===== src/rtl/rpbm_pkg.sv =====
// Types, mode codes and helper functions for the RGBA blend unit
`default_nettype none

package rpbm_pkg;

    // Blend mode codes
    localparam logic [3:0] MODE_AVERAGE  = 4'd0;
    localparam logic [3:0] MODE_ALPHA    = 4'd1;
    localparam logic [3:0] MODE_ADD      = 4'd2;
    localparam logic [3:0] MODE_SUBTRACT = 4'd3;
    localparam logic [3:0] MODE_LIGHTEN  = 4'd4;
    localparam logic [3:0] MODE_DARKEN   = 4'd5;
    localparam logic [3:0] MODE_MULTIPLY = 4'd6;
    localparam logic [3:0] MODE_SCREEN   = 4'd7;
    localparam logic [3:0] MODE_DENSITY  = 4'd8;

    localparam int NUM_CHAN = 3;
    localparam logic [7:0] CHAN_MAX = 8'hFF;

    // Input transaction
    typedef struct packed {
        logic [7:0] base_red;
        logic [7:0] base_green;
        logic [7:0] base_blue;
        logic [7:0] base_alpha;
        logic [7:0] over_red;
        logic [7:0] over_green;
        logic [7:0] over_blue;
        logic [7:0] over_alpha;
    } t_in_pixel;

    // Output transaction
    typedef struct packed {
        logic [7:0] out_red;
        logic [7:0] out_green;
        logic [7:0] out_blue;
        logic [7:0] out_alpha;
    } t_out_pixel;

    // Stage 1: products and cheap results, one channel
    typedef struct packed {
        logic [7:0]  base;
        logic [7:0]  over;
        logic [7:0]  simple;
        logic [15:0] p_over_a;
        logic [15:0] p_base_a;
        logic [15:0] p_mul;
        logic [15:0] p_scr;
    } t_s1_chan;

    typedef struct packed {
        logic [3:0]                  mode;
        logic                        take_over;
        logic [7:0]                  alpha;
        t_s1_chan [NUM_CHAN-1:0]     chan;
    } t_s1;

    // Stage 2: quotients by 255, one channel
    typedef struct packed {
        logic [7:0] base;
        logic [7:0] over;
        logic [7:0] simple;
        logic [7:0] q_alpha;
        logic [7:0] q_mul;
        logic [7:0] q_scr;
    } t_s2_chan;

    typedef struct packed {
        logic [3:0]                  mode;
        logic                        take_over;
        logic [7:0]                  alpha;
        t_s2_chan [NUM_CHAN-1:0]     chan;
    } t_s2;

    // floor(x / 255) for x up to 255*255, by reciprocal add and shift
    function automatic logic [7:0] div255(input logic [15:0] x);
        logic [15:0] y;
        begin
            // x + x/256 + 1 stays below 2^16 for x up to 255*255
            y = x + {8'd0, x[15:8]} + 16'd1;
            return y[15:8];
        end
    endfunction

endpackage

`default_nettype wire


===== src/rtl/rgba_pixel_blend_modes_unit.sv =====
// Top level of the RGBA blend unit: mode register and three-stage pipeline
//
//  Channel | Handshake              | Payload
//  --------+------------------------+--------------------------
//  in      | i_in_valid / o_in_stall  | i_in_data  (t_in_pixel)
//  out     | o_out_valid / i_out_stall| o_out_data (t_out_pixel)
//  cfg     | i_cfg_valid / o_cfg_ready| i_cfg_data (blend mode)
//
// One pixel per clock while the output is not stalled; an input transaction passes the
// stage 1, stage 2 and output registers before output valid rises.
// Stages: products and sums, divide by 255 via reciprocal add, mode select.
// The whole pipe holds while the output register is full and stalled; bubbles stay.
// Synchronous active-low reset clears valid bits and sets the blend mode to average.
// The cfg port is always ready.
`default_nettype none

module rgba_pixel_blend_modes_unit
    import rpbm_pkg::*;
(
    input  wire logic       i_clk,
    input  wire logic       i_rst_n,
    input  wire logic       i_in_valid,
    output logic            o_in_stall,
    input  wire t_in_pixel  i_in_data,
    output logic            o_out_valid,
    input  wire logic       i_out_stall,
    output t_out_pixel      o_out_data,
    input  wire logic       i_cfg_valid,
    output logic            o_cfg_ready,
    input  wire logic [3:0] i_cfg_data
);

    logic [3:0] r_blend_mode;
    logic       en;
    logic       s1_valid;
    t_s1        s1_data;
    logic       s2_valid;
    t_s2        s2_data;

    // Mode register
    assign o_cfg_ready = 1'b1;

    always_ff @(posedge i_clk) begin
        if (!i_rst_n) begin
            r_blend_mode <= MODE_AVERAGE;
        end else if (i_cfg_valid && o_cfg_ready) begin
            r_blend_mode <= i_cfg_data;
        end
    end

    // Pipe advances unless a finished transaction waits at the output
    assign en         = !(o_out_valid && i_out_stall);
    assign o_in_stall = !en;

    rpbm_stage_mul u_mul (
        .i_clk   (i_clk),
        .i_rst_n (i_rst_n),
        .i_en    (en),
        .i_valid (i_in_valid),
        .i_data  (i_in_data),
        .i_mode  (r_blend_mode),
        .o_valid (s1_valid),
        .o_data  (s1_data)
    );

    rpbm_stage_div u_div (
        .i_clk   (i_clk),
        .i_rst_n (i_rst_n),
        .i_en    (en),
        .i_valid (s1_valid),
        .i_data  (s1_data),
        .o_valid (s2_valid),
        .o_data  (s2_data)
    );

    rpbm_stage_out u_out (
        .i_clk   (i_clk),
        .i_rst_n (i_rst_n),
        .i_en    (en),
        .i_valid (s2_valid),
        .i_data  (s2_data),
        .o_valid (o_out_valid),
        .o_data  (o_out_data)
    );

endmodule

`default_nettype wire


===== src/rtl/rpbm_stage_mul.sv =====
// Stage 1: channel products, channel sums compare and the add-type blends
`default_nettype none

module rpbm_stage_mul
    import rpbm_pkg::*;
(
    input  wire logic       i_clk,
    input  wire logic       i_rst_n,
    input  wire logic       i_en,
    input  wire logic       i_valid,
    input  wire t_in_pixel  i_data,
    input  wire logic [3:0] i_mode,
    output logic            o_valid,
    output t_s1             o_data
);

    logic [7:0] base_c [NUM_CHAN];
    logic [7:0] over_c [NUM_CHAN];
    logic [9:0] sum_base;
    logic [9:0] sum_over;
    t_s1        n_data;
    t_s1        r_data;
    logic       r_valid;

    assign base_c[0] = i_data.base_red;
    assign base_c[1] = i_data.base_green;
    assign base_c[2] = i_data.base_blue;
    assign over_c[0] = i_data.over_red;
    assign over_c[1] = i_data.over_green;
    assign over_c[2] = i_data.over_blue;

    // RGB sums for lighten / darken
    assign sum_base = {2'b0, base_c[0]} + {2'b0, base_c[1]} + {2'b0, base_c[2]};
    assign sum_over = {2'b0, over_c[0]} + {2'b0, over_c[1]} + {2'b0, over_c[2]};

    always_comb begin
        logic [8:0] s;
        logic [7:0] inv_a;
        n_data       = '0;
        n_data.mode  = i_mode;
        n_data.alpha = i_data.base_alpha;
        n_data.take_over = (i_mode == MODE_LIGHTEN) ? (sum_base < sum_over)
                                                    : (sum_base > sum_over);
        inv_a = CHAN_MAX - i_data.over_alpha;
        for (int i = 0; i < NUM_CHAN; i++) begin
            s = {1'b0, base_c[i]} + {1'b0, over_c[i]};
            n_data.chan[i].base     = base_c[i];
            n_data.chan[i].over     = over_c[i];
            n_data.chan[i].p_over_a = {8'd0, over_c[i]} * {8'd0, i_data.over_alpha};
            n_data.chan[i].p_base_a = {8'd0, base_c[i]} * {8'd0, inv_a};
            n_data.chan[i].p_mul    = {8'd0, over_c[i]} * {8'd0, base_c[i]};
            n_data.chan[i].p_scr    = {8'd0, CHAN_MAX - base_c[i]}
                                    * {8'd0, CHAN_MAX - over_c[i]};
            // blends that need no division
            case (i_mode)
                MODE_AVERAGE:  n_data.chan[i].simple = s[8:1];
                MODE_ADD:      n_data.chan[i].simple = s[8] ? CHAN_MAX : s[7:0];
                MODE_SUBTRACT: n_data.chan[i].simple =
                    (base_c[i] > over_c[i]) ? (base_c[i] - over_c[i]) : 8'd0;
                MODE_DENSITY:  n_data.chan[i].simple = s[8] ? (s[7:0] + 8'd1) : 8'd0;
                default:       n_data.chan[i].simple = base_c[i];
            endcase
        end
    end

    // Stage register
    always_ff @(posedge i_clk) begin
        if (!i_rst_n) begin
            r_valid <= 1'b0;
        end else if (i_en) begin
            r_valid <= i_valid;
        end
    end

    always_ff @(posedge i_clk) begin
        if (i_en) begin
            r_data <= n_data;
        end
    end

    assign o_valid = r_valid;
    assign o_data  = r_data;

endmodule

`default_nettype wire


===== src/rtl/rpbm_stage_div.sv =====
// Stage 2: divide the channel products by 255
`default_nettype none

module rpbm_stage_div
    import rpbm_pkg::*;
(
    input  wire logic i_clk,
    input  wire logic i_rst_n,
    input  wire logic i_en,
    input  wire logic i_valid,
    input  wire t_s1  i_data,
    output logic      o_valid,
    output t_s2       o_data
);

    t_s2  n_data;
    t_s2  r_data;
    logic r_valid;

    always_comb begin
        logic [15:0] mix;
        n_data           = '0;
        n_data.mode      = i_data.mode;
        n_data.take_over = i_data.take_over;
        n_data.alpha     = i_data.alpha;
        for (int i = 0; i < NUM_CHAN; i++) begin
            // weighted sum never exceeds 255*255
            mix = i_data.chan[i].p_over_a + i_data.chan[i].p_base_a;
            n_data.chan[i].base    = i_data.chan[i].base;
            n_data.chan[i].over    = i_data.chan[i].over;
            n_data.chan[i].simple  = i_data.chan[i].simple;
            n_data.chan[i].q_alpha = div255(mix);
            n_data.chan[i].q_mul   = div255(i_data.chan[i].p_mul);
            n_data.chan[i].q_scr   = div255(i_data.chan[i].p_scr);
        end
    end

    // Stage register
    always_ff @(posedge i_clk) begin
        if (!i_rst_n) begin
            r_valid <= 1'b0;
        end else if (i_en) begin
            r_valid <= i_valid;
        end
    end

    always_ff @(posedge i_clk) begin
        if (i_en) begin
            r_data <= n_data;
        end
    end

    assign o_valid = r_valid;
    assign o_data  = r_data;

endmodule

`default_nettype wire


===== src/rtl/rpbm_stage_out.sv =====
// Stage 3: pick the blend for the mode and hold the output transaction
`default_nettype none

module rpbm_stage_out
    import rpbm_pkg::*;
(
    input  wire logic i_clk,
    input  wire logic i_rst_n,
    input  wire logic i_en,
    input  wire logic i_valid,
    input  wire t_s2  i_data,
    output logic      o_valid,
    output t_out_pixel o_data
);

    logic [7:0] res [NUM_CHAN];
    t_out_pixel n_data;
    t_out_pixel r_data;
    logic       r_valid;

    // Per-channel result select
    always_comb begin
        for (int i = 0; i < NUM_CHAN; i++) begin
            case (i_data.mode)
                MODE_ALPHA:    res[i] = i_data.chan[i].q_alpha;
                MODE_LIGHTEN,
                MODE_DARKEN:   res[i] = i_data.take_over ? i_data.chan[i].over
                                                         : i_data.chan[i].base;
                MODE_MULTIPLY: res[i] = i_data.chan[i].q_mul;
                MODE_SCREEN:   res[i] = CHAN_MAX - i_data.chan[i].q_scr;
                default:       res[i] = i_data.chan[i].simple;
            endcase
        end
    end

    assign n_data.out_red   = res[0];
    assign n_data.out_green = res[1];
    assign n_data.out_blue  = res[2];
    assign n_data.out_alpha = i_data.alpha;

    // Output register
    always_ff @(posedge i_clk) begin
        if (!i_rst_n) begin
            r_valid <= 1'b0;
        end else if (i_en) begin
            r_valid <= i_valid;
        end
    end

    always_ff @(posedge i_clk) begin
        if (i_en) begin
            r_data <= n_data;
        end
    end

    assign o_valid = r_valid;
    assign o_data  = r_data;

endmodule

`default_nettype wire


===== config.mk =====
export PLATFORM = sky130hd
export DESIGN_NAME = rgba_pixel_blend_modes_unit
export DESIGN_NICKNAME = d
export VERILOG_FILES = /design/src/rtl/rpbm_pkg.sv /design/src/rtl/rgba_pixel_blend_modes_unit.sv /design/src/rtl/rpbm_stage_mul.sv /design/src/rtl/rpbm_stage_div.sv /design/src/rtl/rpbm_stage_out.sv
export SDC_FILE = /design/constraint.sdc
export NUM_CORES = 2
export LEC_CHECK = 0
export BUFFER_PORTS_ARGS = -buffer_cell sky130_fd_sc_hd__buf_2
export CAP_MARGIN = 0
export CELL_PAD_IN_SITES_DETAIL_PLACEMENT = 1
export CELL_PAD_IN_SITES_GLOBAL_PLACEMENT = 1
export CORE_ASPECT_RATIO = 0.75
export CORE_MARGIN = 5
export CORE_UTILIZATION = 40
export CTS_CLUSTER_DIAMETER = 150
export DETAILED_ROUTE_END_ITERATION = 10
export PLACE_DENSITY = 0.64
export SLEW_MARGIN = 20
export SYNTH_ARGS = -nofsm -noshare
export SYNTH_HDL_FRONTEND = slang
export SYNTH_SLANG_ARGS = --single-unit

===== constraint.sdc =====
create_clock -name i_clk -period 26.9 [get_ports i_clk]
set_input_delay 4.035 -clock i_clk [delete_from_list [all_inputs] [get_ports i_clk]]
set_output_delay 4.035 -clock i_clk [all_outputs]
set_load 0.05 [all_outputs]

Word level (Yosys, flattened, before mapping)
Index checks and enable logic that the tools add are counted.
{"block": "totals", "mem_bits_rw": 0, "latch_bits": 0, "romBits": 0, "wordCells": 145, "mem_count": 0, "out_inout_bits": 35, "regBits": 473}
{"block": "op_classes", "n_mul": 12, "n_div": 0, "n_addsub": 44, "n_mux": 19, "bitwise_logic": 0, "shift": 0, "n_lt_le_gt_ge": 5, "n_eq_ne": 9, "reduce_logical": 3}
{"operator": "$mul 8x8->16", "n": 12}
{"operator": "$pmux 8 s4", "n": 6}
{"operator": "$add 16x1->16 const B", "n": 9}
{"operator": "$add 16x8->16", "n": 9}
{"operator": "$mux 8", "n": 12}
{"operator": "$sub 8x8->8 const A", "n": 10}
{"operator": "$add 16x16->16", "n": 3}
{"operator": "$add 8x8->9", "n": 5}
{"operator": "$add 8x1->8 const B", "n": 3}
{"operator": "$gt 8x8->1", "n": 3}
{"operator": "$sub 8x8->8", "n": 3}
{"operator": "$add 10x8->10", "n": 2}
{"operator": "$eq 4x3->1 const B", "n": 5}
{"operator": "$gt 10x10->1", "n": 1}
{"operator": "$lt 10x10->1", "n": 1}
{"operator": "$eq 4x2->1 const B", "n": 2}
{"operator": "$eq 4x1->1 const B", "n": 1}
{"operator": "$eq 4x4->1 const B", "n": 1}
{"operator": "$logic_not 4->1", "n": 1}
{"operator": "$reduce_or 2->1", "n": 1}
{"operator": "$logic_and 1x1->1", "n": 1}
{"operator": "$mux 1", "n": 1}

Depth between registers and ports, before layout
{"block": "logic_depth", "depth_word": 4, "depth_mapped": 21, "ltp_nobuf": 21}

Modules after synthesis
Synthesis repeated with hierarchy kept, for this count alone.
{"block": "unflattened", "cells_unflattened": 4895, "area_unflattened_um2": 49239.7}
{"mod": "rpbm_stage_mul", "cells_each": 3816, "area_each_um2": 36785.3, "seq_area_each_um2": 8338.0, "instances": 1}
{"mod": "rpbm_stage_div", "cells_each": 831, "area_each_um2": 9889.5, "seq_area_each_um2": 4734.5, "instances": 1}
{"mod": "rpbm_stage_out", "cells_each": 231, "area_each_um2": 2389.8, "seq_area_each_um2": 980.9, "instances": 1}
{"mod": "rgba_pixel_blend_modes_unit", "cells_each": 17, "area_each_um2": 175.2, "seq_area_each_um2": 80.1, "instances": 1}

Least setup slack after synthesis
OpenSTA, ideal clock, no wires.
{"block": "synth_timing", "kind": "input to output", "startpoint": "input port i_out_stall", "endpoint": "output port o_in_stall", "t_required_ns": 22.865, "t_arrival_ns": 17.437, "cell_stages": 2, "path_buffers": 0, "slack_ns": 5.428, "path_cell_list": "nand2_1 -> inv_1"}
{"block": "synth_between", "elab_chain_len": 1}
{"item": "start, declared", "line_no": "rgba_pixel_blend_modes_unit.sv:26", "rtl": "input wire logic i_out_stall,"}
{"item": "$logic_and 1x1->1", "line_no": "rgba_pixel_blend_modes_unit.sv:52", "rtl": "assign en = !(o_out_valid && i_out_stall);"}
{"item": "end, declared", "line_no": "rgba_pixel_blend_modes_unit.sv:23", "rtl": "output logic o_in_stall,"}
Every way passes these cells.

Final worst setup path
Ends and elaborated chain as after synthesis.

==> run summary <==
register area share after synthesis - 0.292
critical path, cell by cell - buf_2 > nand2_4 > inv_1 > buf_2
Power Density - 94.6 nW/um^2
Fin. Hold Viols - 0
cells after synthesis - 4838
Filler Cells Inserted - 13400
critical path data arrival time - 4.91 ns
Final ANT Viol Nets - 0
RSZ-0062 raised after global routing - false
R2R cell count - 16
M3 GR Usage - 0.0377
H-tree lvl count - 2
drt pass-1 iters - 6
CP required - 22.86 ns
r2r setup slk - 22.17 ns
final setup fails - 0
worst vdd ir - 0.0672 mV
total grt overflow - 0
crit end category - primary output
# Post-CTS Setup Buffers - 0
die area - 128000 sq um
switching share of total power - 0.437
FMAX - 112 MHz
wire length per cell - 21.7 um
Logic pwr share - 0.579
Hold EP - u_div.o_data[127]$_DFFE_PN_
worst hold stages - 0
post-DP HPWL - 106 mm
total track usage - 0.223
Final Cycle Share - 0.333
initial antenna violation count - 8
Slew @ Worst Pin - 1.04 ns
met2 GRT Util - 0.339
Final min period - 8.95 ns
Setup Skew - 0.0184 ns
Post-Syn Nets - 6014
Clock Power Share - 0.157
Synth warnings - 0
static leakage - 24.7 nW
async set-reset flop share out of synthesis - 0
Setup CP Type - primary input to primary output
Top Usage Layer GRT - met2
Nets - 6053
Die Wd - 412 um
M1 GR Usage - 0.331
Root Driver - clkbuf_16
Longest Clk Path Bufs - 3
syn avg cell area - 10.0 sq um
most frequent CP cell - buf_2
FF-to-FF Start - u_mul.o_data[208]$_DFFE_PN_
Vias - 34800
GP Congestion - 0.836
max-slew violations - 0
hold_sp - u_mul.o_data[247]$_DFFE_PN_
NetSw - 2.17 mW
Netlist cell types - 90
# port buffers - 106
Chip Height - 311 um
Num CTS Buffers - 54
sequential power share - 0.264
Initial Util - 0.403
CTS tree - built
TNS Setup - 0 ns
io pins - 108
violation count after the first detailed-route iteration - 2298
Crit Reg-Reg Endpoint - u_div.o_data[118]$_DFFE_PN_
crit-path max cell delay - 0.35 ns
status - finished, final reports clean
Pint - 2.80 mW
Worst Path Max Fanout - 33
max_cap viols - 0
mapped cell area - 48400 sq um
CTS Sinks - 473
worst skew pair latency - 0.64 ns
Total Wirelength - 142 mm
row count - 110
Synth Flop Type - edfxtp_1
Hold/Removal Path Class - flop to flop
CTS clk-pin slew, worst paths - 0.06 ns
area delta synth->final - 8.48%
largest net degree at the start of global routing - 176
CTS Hold Buffers Added - 0
Worst setup SP type - primary input
layout cells sized above 1 - 0.0583
Post-synth EDFFs - 466
DRC - 0
global-route wire length before repair - 222 mm
Resized Gates After CTS - 0
vias in the first global route - 37000
Worst Hold Slack - 0.416 ns
flops & latches, synth - 473
critical path's slowest cell - nand2_4
Rel. slew slack - 0.304
DR vias/cell - 5.32
core area - 120000 sq um
-- power by group through the flow --
stage          Sequential, mW  Combinational, mW  Clock, mW
3_3_place_gp             1.32               2.79          0
6_report                 1.31               2.88      0.777
5_1_grt                  1.33               3.25      0.831
2_1_floorplan            1.31               2.06          0
4_1_cts                  1.31               2.89      0.799
3_5_place_dp             1.33               2.87          0
-- layout make-up --
| class | instances | area [sq um] | share of cell area |
|---|---|---|---|
| multi-input combinational | 3433 | 30800 | 0.587 |
| sequential | 473 | 14100 | 0.269 |
| inverter | 776 | 2910 | 0.0555 |
| tap | 1624 | 2030 | 0.0387 |
| clock buffer | 65 | 1410 | 0.0269 |
| timing repair buffer | 139 | 791 | 0.0151 |
| clock inverter | 36 | 402 | 0.00765 |
| antenna | 3 | 7.51 | 0.000143 |
-- registers in the layout (all words and copies together) (netlist names) --
signal         flops
u_mul.o_valid      1
r_blend_mode       4
u_div.o_valid      1
u_out.o_valid      1
u_out.o_data      32
u_div.o_data     157
u_mul.o_data     277
-- kinds of logic (layout without fill, tap and decap cells) --
kind of cell,after synthesis,count (layout),share of synthesized area
and+or+nand+nor,1339,1339,0.129
adders and majority gates,1103,1103,0.354
buffers and inverters,932,1016,0.0725
AOI/OAI and AO/OA,667,667,0.0927
DFF,473,473,0.292
xor gates and xnor gates,293,293,0.0535
muxes,30,30,0.00620
other,1,4,0.0000775
-- stage by stage --
step / power (mW) / area [sq um] / util / setup WS [ns] / instances
3_5_place_dp: 4.19 / 50700 / 0.422 / 17.55 / 6445
2_1_floorplan: 3.37 / 48400 / - / 5.43 / 4838
6_report: 4.96 / 52500 / 0.437 / 17.95 / 6549
4_1_cts: 5.01 / 52500 / 0.437 / 17.91 / 6546
5_1_grt: 5.41 / 52500 / 0.437 / 17.85 / 6547
3_3_place_gp: 4.11 / 50700 / 0.422 / 17.55 / 6445
-- worst max path at each step --
stage / endpoint / slack (ns) / start / cells after the start
5_1_grt: o_in_stall / 17.85 / i_out_stall / 4
3_3_place_gp: u_mul.o_data[151]$_DFFE_PN_ / 17.55 / i_in_data[5] / 17
3_5_place_dp: u_mul.o_data[151]$_DFFE_PN_ / 17.55 / i_in_data[5] / 17
4_1_cts: o_in_stall / 17.91 / i_out_stall / 4
2_1_floorplan: o_in_stall / 5.43 / i_out_stall / 2
6_report: o_in_stall / 17.95 / i_out_stall / 4
-- cells in the mapped netlist (all sizes together), types with 29 or more instances --
cell | count | area (sq um)
a21o | 50 | 377
a21oi | 207 | 1060
and2 | 164 | 1030
clkbuf | 135 | 507
edfxtp | 466 | 14000
fa | 445 | 8910
ha | 658 | 8230
inv | 765 | 2870
mux2i | 30 | 300
nand2 | 272 | 1020
nand2b | 66 | 413
nand3 | 68 | 345
nor2 | 561 | 2110
nor2b | 49 | 307
nor3 | 47 | 235
o21a | 29 | 219
o21ai | 116 | 588
xnor2 | 218 | 1920
xor2 | 75 | 664
-- cells in the final DEF (no fill, tap or decap), types with 14 or more instances in the layout --
cell type and count:
xor2_1 74, a222oi_1 17, mux2i_1 30, clkinv_1 19, o221ai_1 28, nor2_1 561, clkbuf_16 55, buf_2 106
or3_1 27, nor3_1 46, and3_1 22, nand2b_1 66, o21bai_1 25, o21a_1 28, nand3_1 67, a21oi_1 203
xnor2_1 216, a31oi_1 14, fa_1 445, nor2b_1 49, edfxtp_1 466, o21ai_0 105, o211ai_1 25, buf_4 32
nand4_1 14, or2_2 18, a21o_1 48, a211oi_1 23, ha_1 658, nand2_1 270, and2_1 162, inv_1 765
a21boi_0 27
-- worst max-delay path: cells and delay by family --
kind | cells | cell delay (ns)
buf+inv | 3 | 0.52
simple gates | 1 | 0.35
-- metal layers --
metal / up-vias / routed length, um / part of all wire
met5: - / 26 / 0.00018
met2: 733 / 61400 / 0.43
li1: 16200 / - / -
met1: 17800 / 69300 / 0.49
met3: 166 / 7680 / 0.054
met4: 4 / 3520 / 0.025
No activity file was read; power rests on OpenSTA's default activity.
